File: config.mk
export PLATFORM = sky130hd
export DESIGN_NAME = quoted_token_splitter
export DESIGN_NICKNAME = d
export VERILOG_FILES = /design/src/hw/rtl/qts_pkg.sv /design/src/hw/rtl/qts_scan.sv /design/src/hw/rtl/qts_rbuf.sv /design/src/hw/rtl/quoted_token_splitter.sv
export SDC_FILE = /design/constraint.sdc
export NUM_CORES = 1
export LEC_CHECK = 0
export ABC_AREA = 1
export BUFFER_PORTS_ARGS = -buffer_cell sky130_fd_sc_hd__buf_2
export CAP_MARGIN = 5
export CORE_AREA = 3 3 141 170
export DETAILED_ROUTE_END_ITERATION = 10
export DIE_AREA = 0 0 144 173
export PLACE_DENSITY_LB_ADDON = 0.2
export SYNTH_ARGS = -nofsm -noshare
export SYNTH_HDL_FRONTEND = slang
export SYNTH_SLANG_ARGS = --single-unit
File: constraint.sdc
create_clock -name clk_i -period 5.14 [get_ports clk_i]
set_clock_uncertainty 0.2 [all_clocks]
set_input_delay 0.771 -clock clk_i [delete_from_list [all_inputs] [get_ports clk_i]]
set_output_delay 0.771 -clock clk_i [all_outputs]
set_load 0.02 [all_outputs]
File: src/hw/rtl/qts_pkg.sv
// Package for the quoted token splitter: result descriptor type, push bundle
// between the scanner and the result queue, and character constants.
// Used by qts_scan, qts_rbuf and quoted_token_splitter.
package qts_pkg;

  // Longest string handled; characters beyond it are dropped.
  localparam int unsigned MaxStringLen = 4096;
  // Position counter must hold MaxStringLen itself.
  localparam int unsigned PosW   = $clog2(MaxStringLen + 1);
  localparam int unsigned StartW = 12;
  localparam int unsigned LenW   = 13;
  localparam int unsigned KindW  = 2;

  // Configuration register indexes.
  localparam logic CfgKeepWs = 1'b0;
  localparam logic CfgStrip  = 1'b1;

  // Token kinds.
  localparam logic [KindW-1:0] KindNormal   = 2'd0;
  localparam logic [KindW-1:0] KindQuoted   = 2'd1;
  localparam logic [KindW-1:0] KindBlank    = 2'd2;
  localparam logic [KindW-1:0] KindOpenQuot = 2'd3;

  // Character codes.
  localparam logic [7:0] ChSpace  = 8'h20;
  localparam logic [7:0] ChTab    = 8'h09;
  localparam logic [7:0] ChDquote = 8'h22;
  localparam logic [7:0] ChSquote = 8'h27;

  // Result queue depth; one item pushes at most two results.
  localparam int unsigned QDepth = 4;
  localparam int unsigned QPtrW  = $clog2(QDepth);
  localparam int unsigned QCntW  = $clog2(QDepth + 1);

  // One result descriptor.
  typedef struct packed {
    logic              token_valid;
    logic [StartW-1:0] token_start;
    logic [LenW-1:0]   token_length;
    logic [KindW-1:0]  token_kind;
    logic              string_end;
    logic              run_last;
    logic              overflow;
  } res_t;

  // Results produced by one item, in delivery order.
  typedef struct packed {
    logic [1:0] cnt;
    res_t       first;
    res_t       second;
  } push_t;

endpackage

File: src/hw/rtl/qts_scan.sv
// Scanner for the quoted token splitter: input register, tokenizer state
// and the combinational step that yields up to two results per character.
// Depends on qts_pkg.
module qts_scan (
  input  logic                 clk_i,
  input  logic                 rst_ni,
  input  logic                 s_axis_tvalid,
  output logic                 s_axis_tready,
  input  logic [7:0]           s_axis_tdata,   // [7:0] char_code
  input  logic                 s_axis_tlast,   // string_last
  input  logic                 keep_ws_i,
  input  logic                 strip_i,
  input  logic                 room_i,
  output qts_pkg::push_t       push_o
);

  localparam logic [1:0] ModeIdle   = 2'd0;
  localparam logic [1:0] ModeNormal = 2'd1;
  localparam logic [1:0] ModeBlank  = 2'd2;
  localparam logic [1:0] ModeQuoted = 2'd3;

  // Input register.
  logic       in_valid_q;
  logic [7:0] ch_q;
  logic       last_q;
  logic       fire;

  // Tokenizer state.
  logic [qts_pkg::PosW-1:0] pos_q, pos_d;
  logic [qts_pkg::PosW-1:0] begin_q, begin_d;
  logic [1:0]               mode_q, mode_d;
  logic                     dq_q, dq_d;
  logic                     ovf_q, ovf_d;

  // Step signals.
  logic                     in_range;
  logic                     is_blank;
  logic                     is_quote;
  logic [qts_pkg::PosW-1:0] pos_inc;
  logic                     a_en, c_en, b_en;
  logic [qts_pkg::PosW-1:0] a_end;
  logic [qts_pkg::KindW-1:0] a_kind, c_kind;
  qts_pkg::res_t            res_a, res_b, res_mark;

  assign fire          = in_valid_q && room_i;
  assign s_axis_tready = !in_valid_q || room_i;

  always_ff @(posedge clk_i or negedge rst_ni) begin
    if (!rst_ni) begin
      in_valid_q <= 1'b0;
    end else if (s_axis_tready) begin
      in_valid_q <= s_axis_tvalid;
    end
  end

  always_ff @(posedge clk_i) begin
    if (s_axis_tready && s_axis_tvalid) begin
      ch_q   <= s_axis_tdata;
      last_q <= s_axis_tlast;
    end
  end

  // Builds a descriptor for a token that ends just before end_pos.
  function automatic qts_pkg::res_t make_token(
    input logic [qts_pkg::PosW-1:0]  tok_begin,
    input logic [qts_pkg::PosW-1:0]  end_pos,
    input logic [qts_pkg::KindW-1:0] kind,
    input logic                      strip,
    input logic                      ovf
  );
    logic [qts_pkg::PosW-1:0] len;
    logic [qts_pkg::PosW-1:0] start;
    qts_pkg::res_t            r;
    len   = end_pos - tok_begin;
    start = tok_begin;
    if (kind == qts_pkg::KindQuoted && strip && len >= qts_pkg::PosW'(2)) begin
      start = tok_begin + qts_pkg::PosW'(1);
      len   = len - qts_pkg::PosW'(2);
    end
    r.token_valid  = 1'b1;
    r.token_start  = start[qts_pkg::StartW-1:0];
    r.token_length = len[qts_pkg::LenW-1:0];
    r.token_kind   = kind;
    r.string_end   = 1'b0;
    r.run_last     = 1'b0;
    r.overflow     = ovf;
    return r;
  endfunction

  assign in_range = pos_q < qts_pkg::PosW'(qts_pkg::MaxStringLen);
  assign is_blank = (ch_q == qts_pkg::ChSpace) || (ch_q == qts_pkg::ChTab);
  assign is_quote = (ch_q == qts_pkg::ChDquote) || (ch_q == qts_pkg::ChSquote);
  assign pos_inc  = pos_q + qts_pkg::PosW'(1);

  // Per-character transition; the token closed here is result A.
  always_comb begin
    mode_d  = mode_q;
    begin_d = begin_q;
    dq_d    = dq_q;
    pos_d   = pos_q;
    ovf_d   = ovf_q;
    a_en    = 1'b0;
    a_end   = pos_q;
    a_kind  = qts_pkg::KindNormal;
    if (!in_range) begin
      ovf_d = 1'b1;
    end else begin
      pos_d = pos_inc;
      unique case (mode_q)
        ModeNormal: begin
          if (is_blank) begin
            a_en    = 1'b1;
            a_kind  = qts_pkg::KindNormal;
            mode_d  = ModeBlank;
            begin_d = pos_q;
          end
        end
        ModeBlank: begin
          if (!is_blank) begin
            a_en    = keep_ws_i;
            a_kind  = qts_pkg::KindBlank;
            begin_d = pos_q;
            mode_d  = is_quote ? ModeQuoted : ModeNormal;
            dq_d    = is_quote ? (ch_q == qts_pkg::ChDquote) : dq_q;
          end
        end
        ModeQuoted: begin
          if (ch_q == (dq_q ? qts_pkg::ChDquote : qts_pkg::ChSquote)) begin
            a_en   = 1'b1;
            a_kind = qts_pkg::KindQuoted;
            a_end  = pos_inc;
            mode_d = ModeIdle;
          end
        end
        default: begin
          begin_d = pos_q;
          if (is_quote) begin
            mode_d = ModeQuoted;
            dq_d   = (ch_q == qts_pkg::ChDquote);
          end else if (is_blank) begin
            mode_d = ModeBlank;
          end else begin
            mode_d = ModeNormal;
          end
        end
      endcase
    end
  end

  // End of string: close whatever is still open (result B) or mark the end.
  always_comb begin
    c_en   = 1'b0;
    c_kind = qts_pkg::KindNormal;
    unique case (mode_d)
      ModeNormal: begin
        c_en   = 1'b1;
        c_kind = qts_pkg::KindNormal;
      end
      ModeBlank: begin
        c_en   = keep_ws_i;
        c_kind = qts_pkg::KindBlank;
      end
      ModeQuoted: begin
        c_en   = 1'b1;
        c_kind = qts_pkg::KindOpenQuot;
      end
      default: begin
        c_en = 1'b0;
      end
    endcase
  end

  assign b_en = last_q && (c_en || !a_en);

  always_comb begin
    res_a            = make_token(begin_q, a_end, a_kind, strip_i, ovf_d);
    res_a.string_end = last_q && !b_en;
    res_a.run_last   = !b_en;

    res_mark              = '0;
    res_mark.overflow     = ovf_d;
    res_mark.string_end   = 1'b1;
    res_mark.run_last     = 1'b1;

    res_b            = c_en ? make_token(begin_d, pos_d, c_kind, strip_i, ovf_d)
                            : res_mark;
    res_b.string_end = 1'b1;
    res_b.run_last   = 1'b1;
  end

  // Results to the queue, in order.
  always_comb begin
    push_o.cnt    = '0;
    push_o.first  = a_en ? res_a : res_b;
    push_o.second = res_b;
    if (fire) begin
      push_o.cnt = {1'b0, a_en} + {1'b0, b_en};
    end
  end

  // State update; the end of a string returns everything to reset values.
  always_ff @(posedge clk_i or negedge rst_ni) begin
    if (!rst_ni) begin
      pos_q   <= '0;
      begin_q <= '0;
      mode_q  <= ModeIdle;
      dq_q    <= 1'b0;
      ovf_q   <= 1'b0;
    end else if (fire) begin
      if (last_q) begin
        pos_q   <= '0;
        begin_q <= '0;
        mode_q  <= ModeIdle;
        dq_q    <= 1'b0;
        ovf_q   <= 1'b0;
      end else begin
        pos_q   <= pos_d;
        begin_q <= begin_d;
        mode_q  <= mode_d;
        dq_q    <= dq_d;
        ovf_q   <= ovf_d;
      end
    end
  end

endmodule

File: src/hw/rtl/qts_rbuf.sv
// Result queue for the quoted token splitter: takes up to two descriptors
// per cycle from the scanner and delivers one per transfer.
// Depends on qts_pkg.
module qts_rbuf (
  input  logic           clk_i,
  input  logic           rst_ni,
  input  qts_pkg::push_t push_i,
  output logic           room_o,
  output logic           valid_o,
  input  logic           ready_i,
  output qts_pkg::res_t  res_o
);

  qts_pkg::res_t             entry_q [qts_pkg::QDepth];
  logic [qts_pkg::QPtrW-1:0] wr_q, rd_q;
  logic [qts_pkg::QCntW-1:0] cnt_q;
  logic                      pop;
  logic [qts_pkg::QPtrW-1:0] wr_next;

  assign valid_o = cnt_q != '0;
  assign pop     = valid_o && ready_i;
  assign res_o   = entry_q[rd_q];
  // Room for a full pair of results, without counting on a pop.
  assign room_o  = cnt_q <= qts_pkg::QCntW'(qts_pkg::QDepth - 2);
  assign wr_next = wr_q + qts_pkg::QPtrW'(1);

  // Entry storage.
  always_ff @(posedge clk_i) begin
    if (push_i.cnt != 2'd0) begin
      entry_q[wr_q] <= push_i.first;
    end
    if (push_i.cnt == 2'd2) begin
      entry_q[wr_next] <= push_i.second;
    end
  end

  // Pointers and fill count.
  always_ff @(posedge clk_i or negedge rst_ni) begin
    if (!rst_ni) begin
      wr_q  <= '0;
      rd_q  <= '0;
      cnt_q <= '0;
    end else begin
      wr_q  <= wr_q + qts_pkg::QPtrW'(push_i.cnt);
      rd_q  <= rd_q + qts_pkg::QPtrW'(pop);
      cnt_q <= cnt_q + qts_pkg::QCntW'(push_i.cnt) - qts_pkg::QCntW'(pop);
    end
  end

endmodule

File: src/hw/rtl/quoted_token_splitter.sv
// Quoted token splitter: one character per transfer in, token descriptors out.
// A character passes the input register, then its results the output queue; it
// waits in the input register while the queue lacks room. Throughput: one
// character per cycle while results average one or fewer per character and the
// output is ready; the input stalls while over two results wait in the queue.
// Reset clears all string state and both configuration registers; ready at once.
module quoted_token_splitter (
  input  logic        clk_i,
  input  logic        rst_ni,
  input  logic        cfg_we_i,
  input  logic        cfg_idx_i,
  input  logic        cfg_data_i,
  input  logic        s_axis_tvalid,
  output logic        s_axis_tready,
  input  logic [7:0]  s_axis_tdata,   // [7:0] char_code
  input  logic        s_axis_tlast,   // string_last
  output logic        m_axis_tvalid,
  input  logic        m_axis_tready,
  // [11:0] token_start, [24:12] token_length, [25] run_last, [26] overflow
  output logic [31:0] m_axis_tdata,
  output logic [2:0]  m_axis_tuser,   // [0] token_valid, [2:1] token_kind
  output logic        m_axis_tlast    // string_end
);

  logic           keep_ws_q;
  logic           strip_q;
  logic           room;
  qts_pkg::push_t push;
  qts_pkg::res_t  res;

  // Configuration registers.
  always_ff @(posedge clk_i or negedge rst_ni) begin
    if (!rst_ni) begin
      keep_ws_q <= 1'b0;
      strip_q   <= 1'b0;
    end else if (cfg_we_i) begin
      unique case (cfg_idx_i)
        qts_pkg::CfgKeepWs: keep_ws_q <= cfg_data_i;
        qts_pkg::CfgStrip:  strip_q   <= cfg_data_i;
        default:            keep_ws_q <= keep_ws_q;
      endcase
    end
  end

  qts_scan u_scan (
    .clk_i         (clk_i),
    .rst_ni        (rst_ni),
    .s_axis_tvalid (s_axis_tvalid),
    .s_axis_tready (s_axis_tready),
    .s_axis_tdata  (s_axis_tdata),
    .s_axis_tlast  (s_axis_tlast),
    .keep_ws_i     (keep_ws_q),
    .strip_i       (strip_q),
    .room_i        (room),
    .push_o        (push)
  );

  qts_rbuf u_rbuf (
    .clk_i   (clk_i),
    .rst_ni  (rst_ni),
    .push_i  (push),
    .room_o  (room),
    .valid_o (m_axis_tvalid),
    .ready_i (m_axis_tready),
    .res_o   (res)
  );

  // Output packing.
  assign m_axis_tdata = {5'd0, res.overflow, res.run_last, res.token_length,
                         res.token_start};
  assign m_axis_tuser = {res.token_kind, res.token_valid};
  assign m_axis_tlast = res.string_end;

endmodule
Word level (Yosys, flattened, before mapping):

Memories as Yosys holds them, arrays and structs flattened.
Cells that the tools add are included.

* output and inout bits: 38
* latch bits: 0
* memory bits (writable): 124
* word-level logic and storage cells: 121
* memory bits (read-only): 0
* bits of input ports: 16
* bits in registers: 49
* memories: 1

* bitwise logic cells: 1
* $add $sub $neg: 13
* multiply operators: 0
* order comparisons: 4
* muxes and demuxes: 49
* reduce and logical (&&, ||, !) cells: 24
* shift operators: 0
* eq/ne operators: 16
* div/mod/pow operators: 0

Memory list
* u_rbuf.entry_q: depth 4, width 31, rd ports 1, clocked after Yosys merged registers in 0, wr ports 2, RTL line qts_rbuf.sv:14 `qts_pkg::res_t entry_q [qts_pkg::QDepth];`

Operators with widths (count)
* 2-to-1 mux 13 bit: 11
* 2-to-1 mux 31 bit: 2
* case mux 13 bit (3 select lines): 1
* >= comparator 13 x 2 -> 1 bit, second input constant: 2
* subtractor 13 bit: 2
* subtractor 13 x 2 -> 13 bit, second input constant: 2
* adder 12 x 1 -> 12 bit, second input constant: 2
* equality test 8 x 6 -> 1 bit, second input constant: 3
* 2-to-1 mux 12 bit: 2
* 2-to-1 mux 2 bit: 11
* 2-to-1 mux 1 bit: 15
* adder 13 x 1 -> 13 bit, second input constant: 1
* < comparator 13 bit, second input constant: 1
* equality test 2 bit, second input constant: 5
* logical AND 1 bit: 9
* equality test 2 x 1 -> 1 bit, second input constant: 4
* equality test 8 x 4 -> 1 bit, second input constant: 1
* equality test 8 bit: 1
* case mux 2 bit (2 select lines): 2
* case mux 2 bit (3 select lines): 1
* logical OR 1 bit: 4
* case mux 1 bit (2 select lines): 2
* AND reduction 2 bit: 2
* AND reduction 4 bit: 1
* 16 further kinds: 20

Depth between registers and ports, before layout:

Gate-level depths: netlist (run 1).

* depth after elaboration: 16
* mapped depth: 30
* mapped depth without buffers: 28

Hierarchy:

Synthesis (run 1) repeated with hierarchy kept, for this count alone.

* cell total of the unflattened synthesis: 1545
* area total of the unflattened synthesis: 11985.2 um^2

By module, submodules not included
* qts_rbuf: cells each 691, sequential area each 3898.7 um^2, area an instance 6805.3 um^2, instances 1
* qts_scan: cells each 837, sequential area each 1046.0 um^2, area an instance 5052.3 um^2, instances 1
* quoted_token_splitter: cells each 17, sequential area each 50.0 um^2, area an instance 127.6 um^2, instances 1

Worst setup path after synthesis (run 1):

No wires, ideal clock.

* path type: reg2reg
* start point: register u_scan.ch_q[2]
* end point: memory u_rbuf.entry_q[1][0] in the netlist's numbering, enable pin
* stages on the path, launching flop included: 21
* setup slack: 1.200 ns
* path buffers: 1
* data required time: 4.552 ns
* arrival time: 3.352 ns
* setup time: 0.388 ns
* period minus slack after synthesis: 3.940 ns
* cells stage by stage: edfxtp_1 o21ai_0 nand2_1 nor2_2 nand2_1 nor2_1 inv_1 o21ai_1 a31oi_1 inv_1 nand2_2 buf_4 o21ai_0 inv_1 ha_1 inv_1 nor2_1 nor2_1 nor2_2 inv_1 nand2_1

RTL lines
* start, declared: RTL line qts_scan.sv:24 `logic [7:0] ch_q;`
* start signal, assigned: RTL line qts_scan.sv:58 `ch_q <= s_axis_tdata;`
* end, declared: RTL line qts_rbuf.sv:14

==> metrics.yaml, run 1 <==
tightest_slew_ns: 1.15
p_total_mw: 8.68
drtIter0Drc: 1140
cts-buffers-inserted: 17
hold_class: "primary input to async pin"
drc: 0
insertion_delay_ns: 0.45
post-synth-top-area-cell: "edfxtp_1"
final.setup.tns_ns: 0
port_buffers: 48
status: "complete, no violations"
cp_max_fo: 9
grt_setup_unrepaired: "false"
layout.nets: 1650
clock-sinks: 173
worstPathArrival_ns: 4.81
power_density_mw_per_mm2: 678
crit_type: "flip-flop to flip-flop"
grt_pass1_wl_um: 55300
cts_setup_buffers: 0
synth.most_common_cell: "nand2_1"
grt-ovfl-total: 0
viasPerCell: 5.86
hold_viol: 0
slew_viol_final: 0
core_area_mm2: 0.0224
clk_path_buf_depth: 2
start_util: 0.519
yosys-top-cells-area: "edfxtp_1 (32%), nand2_1 (13%), dfrtp_1 (8.6%), nand3_1 (7.7%), inv_1 (5.4%)"
max-vdd-ir-drop_v: 0.000311
antenna_cells: 0
setup_viol: 0
drive_gt1_frac: 0.107
synth_top_area_frac: 0.322
die_width_um: 144
post-route-min-period_ns: 4.70
ioPinCount: 54
relSlewSlack: 0.231
synth_seq_cells: 173
fmax_mhz: 213
wl_um: 35400
post_cts_resized: 0
clockRootBuffer: "clkbuf_16"
synthArstFlopShare: 0.231
syn_area_mm2: 0.0116
endpoint_kind: "flip-flop"
synthTopCellsByCount: "nand2_1 (416), nand3_1 (180), inv_1 (167)"
wl_per_cell_um: 18.7
finalCritPeriodShare: 0.915
synth_edf_count: 125
final_antenna_net_count: 0
crit_required_ns: 5.25
syn_area_per_cell_um2: 7.45
dp_hpwl_um: 23900
synth_seq_area_share: 0.422
first_global_vias: 10300
clkTransAtPathRegs_ns: 0.08
leakagePower_nw: 5.92
die_h_um: 173
syn_to_final_growth_pct: 9.98
htreeDepth: 4
yosys_warnings: 0
globalplace.congestion: 1.02
track_usage: 0.283
synth_cells: 1563
grt_max_degree: 64
synthFlopType: "edfxtp_1"
via_count: 11100
worst_setup_path_start_kind: "flip-flop"
row_count: 60
die-area_mm2: 0.0249
yosysUniqueCellTypes: 48
drtPass1Iterations: 5
cts_tree: "done"
antenna_found_initial: 0
postCtsHoldBufs: 0
cap_violations: 0
[state kept, by name, summed over array words and instances, names as in the netlist]
signal             cells
u_rbuf.entry_q       124
u_scan.last_q          1
u_rbuf.cnt_q           3
u_scan.in_valid_q      1
u_scan.pos_q          13
u_scan.ch_q            8
u_rbuf.rd_q            2
strip_q                1
keep_ws_q              1
u_scan.ovf_q           1
u_scan.mode_q          2
u_scan.dq_q            1
u_scan.begin_q        13
u_rbuf.wr_q            2
[metrics by stage]
| stage | utilization | setup WS, ns | area, um2 | hold WS (ns) | instances |
|---|---|---|---|---|---|
| detailed placement | 0.542 | 0.480 | 12200 | 0.260 | 1857 |
| global route | 0.570 | 0.0197 | 12800 | 0.274 | 1889 |
| floorplan | - | 1.20 | 11700 | 0.235 | 1567 |
| global placement | 0.542 | 0.547 | 12200 | 0.254 | 1857 |
| finish | 0.570 | 0.438 | 12800 | 0.251 | 1889 |
| CTS | 0.570 | 0.396 | 12800 | 0.279 | 1889 |
[metal layers]
layer	track usage	up-vias	routed length, um
met5	0	-	0
met4	0.102	0	1180
met3	0.0451	77	2790
met2	0.466	521	16900
met1	0.373	5161	14600
li1	-	5316	-
[worst max-delay path, cell delays in order (launching register included)]
cell	delay [ns]
edfxtp_1	0.45
o21ai_0	0.17
nand2_1	0.08
nor2_2	0.19
nand2_1	0.18
o21ai_0	0.35
inv_1	0.08
ha_1	0.18
inv_1	0.15
fa_1	0.32
nand3_1	0.13
nand2_1	0.11
nand2_1	0.09
nand2_1	0.12
nand2_1	0.06
nand2_1	0.14
nand2_1	0.09
nor3_1	0.30
nand4_2	0.43
nand2_4	0.34
nand2_2	0.08
nand3_2	0.11
nand3_1	0.08
nand2_1	0.10
[cell type report]
type	count	area [um2]
Inverter	181	679
Sequential cell	173	4920
Clock buffer	19	475
Clock inverter	13	156
Timing Repair Buffer	78	465
Tap cell	279	349
Fill cell	2111	9650
Multi-Input combinational cell	1146	5760
[cells by family after synthesis]
logic type	after synthesis	share of synthesized area
AOI/OAI and AO/OA	243	0.115
xor gates and xnor gates	28	0.0211
adders and majority gates	37	0.0417
buffers and inverters	248	0.0849
DFF	173	0.422
other	1	0.000322
and+or+nand+nor	833	0.315
[where the power goes]
part	switching [mW]	internal, mW
Combinational	3.82	1.52
Sequential	0.147	1.81
Clock	0.658	0.718
[final timing paths]
kind	from	to	slack, ns	depth (start not counted)
hold / removal	rst_ni	u_scan.in_valid_q	0.25	1
max in group asynchronous	rst_ni	u_rbuf.rd_q[0]	3.85	1
min in group clk_i	u_rbuf.entry_q[1][1]	u_rbuf.entry_q[1][1]	0.27	2
hold reg to reg	u_rbuf.entry_q[1][1]	u_rbuf.entry_q[1][1]	0.27	2
setup reg to reg	u_scan.ch_q[2]	u_rbuf.entry_q[0][9]	0.44	23
setup / recovery	u_scan.ch_q[2]	u_rbuf.entry_q[0][9]	0.44	23
[cells in the final DEF, fill, tap and decap left out, types with 3 or more instances in the layout]
cell type and instances:
nand2_1 416, clkbuf_16 19, xnor2_1 4, a21oi_1 30, nand3_1 180, edfxtp_1 125, o21ai_0 125, o21ai_1 9
ha_1 34, nor3_1 11, dfxtp_1 8, fa_1 3, o22ai_1 59, xor2_1 23, inv_6 3, a22oi_1 4
nand4_1 28, dfrtp_1 39, buf_2 48, clkinv_1 5, nand3b_1 6, nand2_2 22, nor2_1 139, inv_2 9
clkinv_8 3, inv_8 5, inv_1 167, a31oi_1 6, nand3_2 10, buf_4 30, conb_1 5, nor2_2 8
(Power assumes the default switching activity.)
==> run 2: changes to the inputs <==
- PLACE_DENSITY: unset -> 0.69
- PLACE_DENSITY_LB_ADDON: 0.2 -> unset
==> run 2 against run 1 <==
First-iteration DRC count rose by 3.6%. Worst hold slack improved by 0.019 ns. Core utilization fell by 0.21 points. Highest routed layer unchanged. Global-route usage rose by 0.32 points. Non-clock buffer count rose by 2. Power fell by 1.5%.
==> metrics.yaml, run 2 (synthesis results as in run 1) <==
status: "complete, no violations"
power_density_mw_per_mm2: 671
clockRootBuffer: "clkbuf_16"
drc: 0
drive_gt1_frac: 0.107
dp_hpwl_um: 24000
drtIter0Drc: 1181
hold_class: "primary input to async pin"
cts-buffers-inserted: 17
start_util: 0.519
final_antenna_net_count: 0
die-area_mm2: 0.0249
die_width_um: 144
endpoint_kind: "flip-flop"
crit_path_max_incr_delay_ns: 0.52
pre_cts_ws_ns: 0.440
hold_viol: 0
htreeDepth: 4
antenna_cells: 0
crit_path_frequent_cell: "nand2_1"
first_global_vias: 10200
track_usage: 0.286
via_count: 11000
crit_slowest_cell: "fa_1"
setup_viol: 0
wl_um: 35400
globalplace.congestion: 0.982
antenna_found_initial: 0
slew_viol_final: 0
timing.rr.end: "u_rbuf.entry_q[2][18]"
p_total_mw: 8.55
worstPathArrival_ns: 4.63
core_area_mm2: 0.0224
crit_required_ns: 5.14
cp_max_fo: 9
regArea_mm2: 0.00492
port_buffers: 48
cap_violations: 0
post-route-min-period_ns: 4.64
clk_path_buf_depth: 2
fillCellCount: 2111
critical_path.cell_chain: "o21ai_0 > nand2_1 > nor2_2 > nand2_1 > nor2_2 > o21ai_0 > fa_1 > xnor2_1 > ha_1 > inv_1 > nor2_4 > nand3_1 > inv_2 > nand4_1 > nor2_1 > nand2_2 > nand2_2 > nand2_1 > nand3_1 > o21ai_2 > nand2_1 > nand2_1"
fin_util: 0.568
fmax_mhz: 216
grt_pass1_wl_um: 55600
row_count: 60
syn_to_final_growth_pct: 9.58
regMostFlops: "u_rbuf.entry_q"
largest_reg_flops: 124
viasPerCell: 5.79
final.setup.tns_ns: 0
grt_setup_unrepaired: "false"
layout_setup_ws_ns: 0.505
relSlewSlack: 0.178
grt-ovfl-total: 0
insertion_delay_ns: 0.44
reg_top3: "u_rbuf.entry_q x124, u_scan.begin_q x13, u_scan.pos_q x13"
wl_per_cell_um: 18.7
clkTransAtPathRegs_ns: 0.08
r2r_start: "u_scan.ch_q[2]"
dp_cells: 1859
layout.nets: 1652
multi_input_area_mm2: 0.00575
finalCritPeriodShare: 0.902
max-vdd-ir-drop_v: 0.000361
worstRegToRegCells: 22
instances_no_fill: 1891
ioPinCount: 54
layout_commonest_cell: "nand2_1"
final_cell_mix: "nand2_1 (416), nand3_1 (180), inv_1 (167)"
clock-sinks: 173
cts_tree: "done"
crit_type: "flip-flop to flip-flop"
regToRegSetupSlack_ns: 0.50
drtPass1Iterations: 7
postCtsHoldBufs: 0
tightest_slew_ns: 1.23
grt_max_degree: 64
leakagePower_nw: 5.90
worst_setup_path_start_kind: "flip-flop"
die_h_um: 173
-- run 2: where the power goes --
group | internal (mW) | leakage (nW) | switching, mW
logic | 1.52 | 3.85 | 3.80
registers | 1.81 | 1.76 | 0.145
clock network | 0.648 | 0.284 | 0.631
-- run 2: how the worst max path moves through the flow --
stage | from | slack [ns] | to | depth (start not counted)
floorplan | u_scan.ch_q[2] | 1.20 | u_rbuf.entry_q[1][0] | 20
global placement | u_scan.ch_q[2] | 0.50 | u_rbuf.entry_q[2][18] | 22
detailed placement | u_scan.ch_q[7] | 0.44 | u_rbuf.entry_q[2][18] | 22
CTS | u_scan.ch_q[7] | 0.40 | u_rbuf.entry_q[2][18] | 22
global route | u_scan.ch_q[2] | 0.07 | u_rbuf.entry_q[0][29] | 23
finish | u_scan.ch_q[2] | 0.50 | u_rbuf.entry_q[2][18] | 22
-- run 2: worst max-delay path, delay by kind of cell (launching register included) --
| family | cells | cell delay [ns] |
|---|---|---|
| AO/OA/AOI/OAI | 3 | 0.51 |
| XOR/XNOR | 1 | 0.42 |
| adder cells (fa/ha/maj) | 2 | 0.74 |
| buffers and inverters | 2 | 0.19 |
| flip-flops | 1 | 0.44 |
| AND/OR/NAND/NOR | 14 | 1.87 |
-- run 2: routing by layer --
layer  global-route usage  routed length [um]
met2                0.462               16900
met1                0.381               14200
met4                0.108                1070
met3               0.0515                3230
met5                    0                   0
-- run 2: metrics by stage --
stage / area [um2] / hold slack (ns)
floorplan: 11700 / 0.235
global placement: 12200 / 0.257
detailed placement: 12200 / 0.269
CTS: 12800 / 0.285
global route: 12800 / 0.288
finish: 12800 / 0.270
-- run 2: final cells by class --
type	count	area share
inverter	181	0.0533
timing repair buffer	80	0.0377
tap	279	0.0274
clock inverter	14	0.0115
multi-input combinational	1146	0.451
sequential	173	0.385
clock buffer	18	0.0336
-- run 2: timing repair --
item                                    CTS  global route
endpoints found under the setup margin    0            54
setup buffers                             0             0
gates resized for setup                   0             1
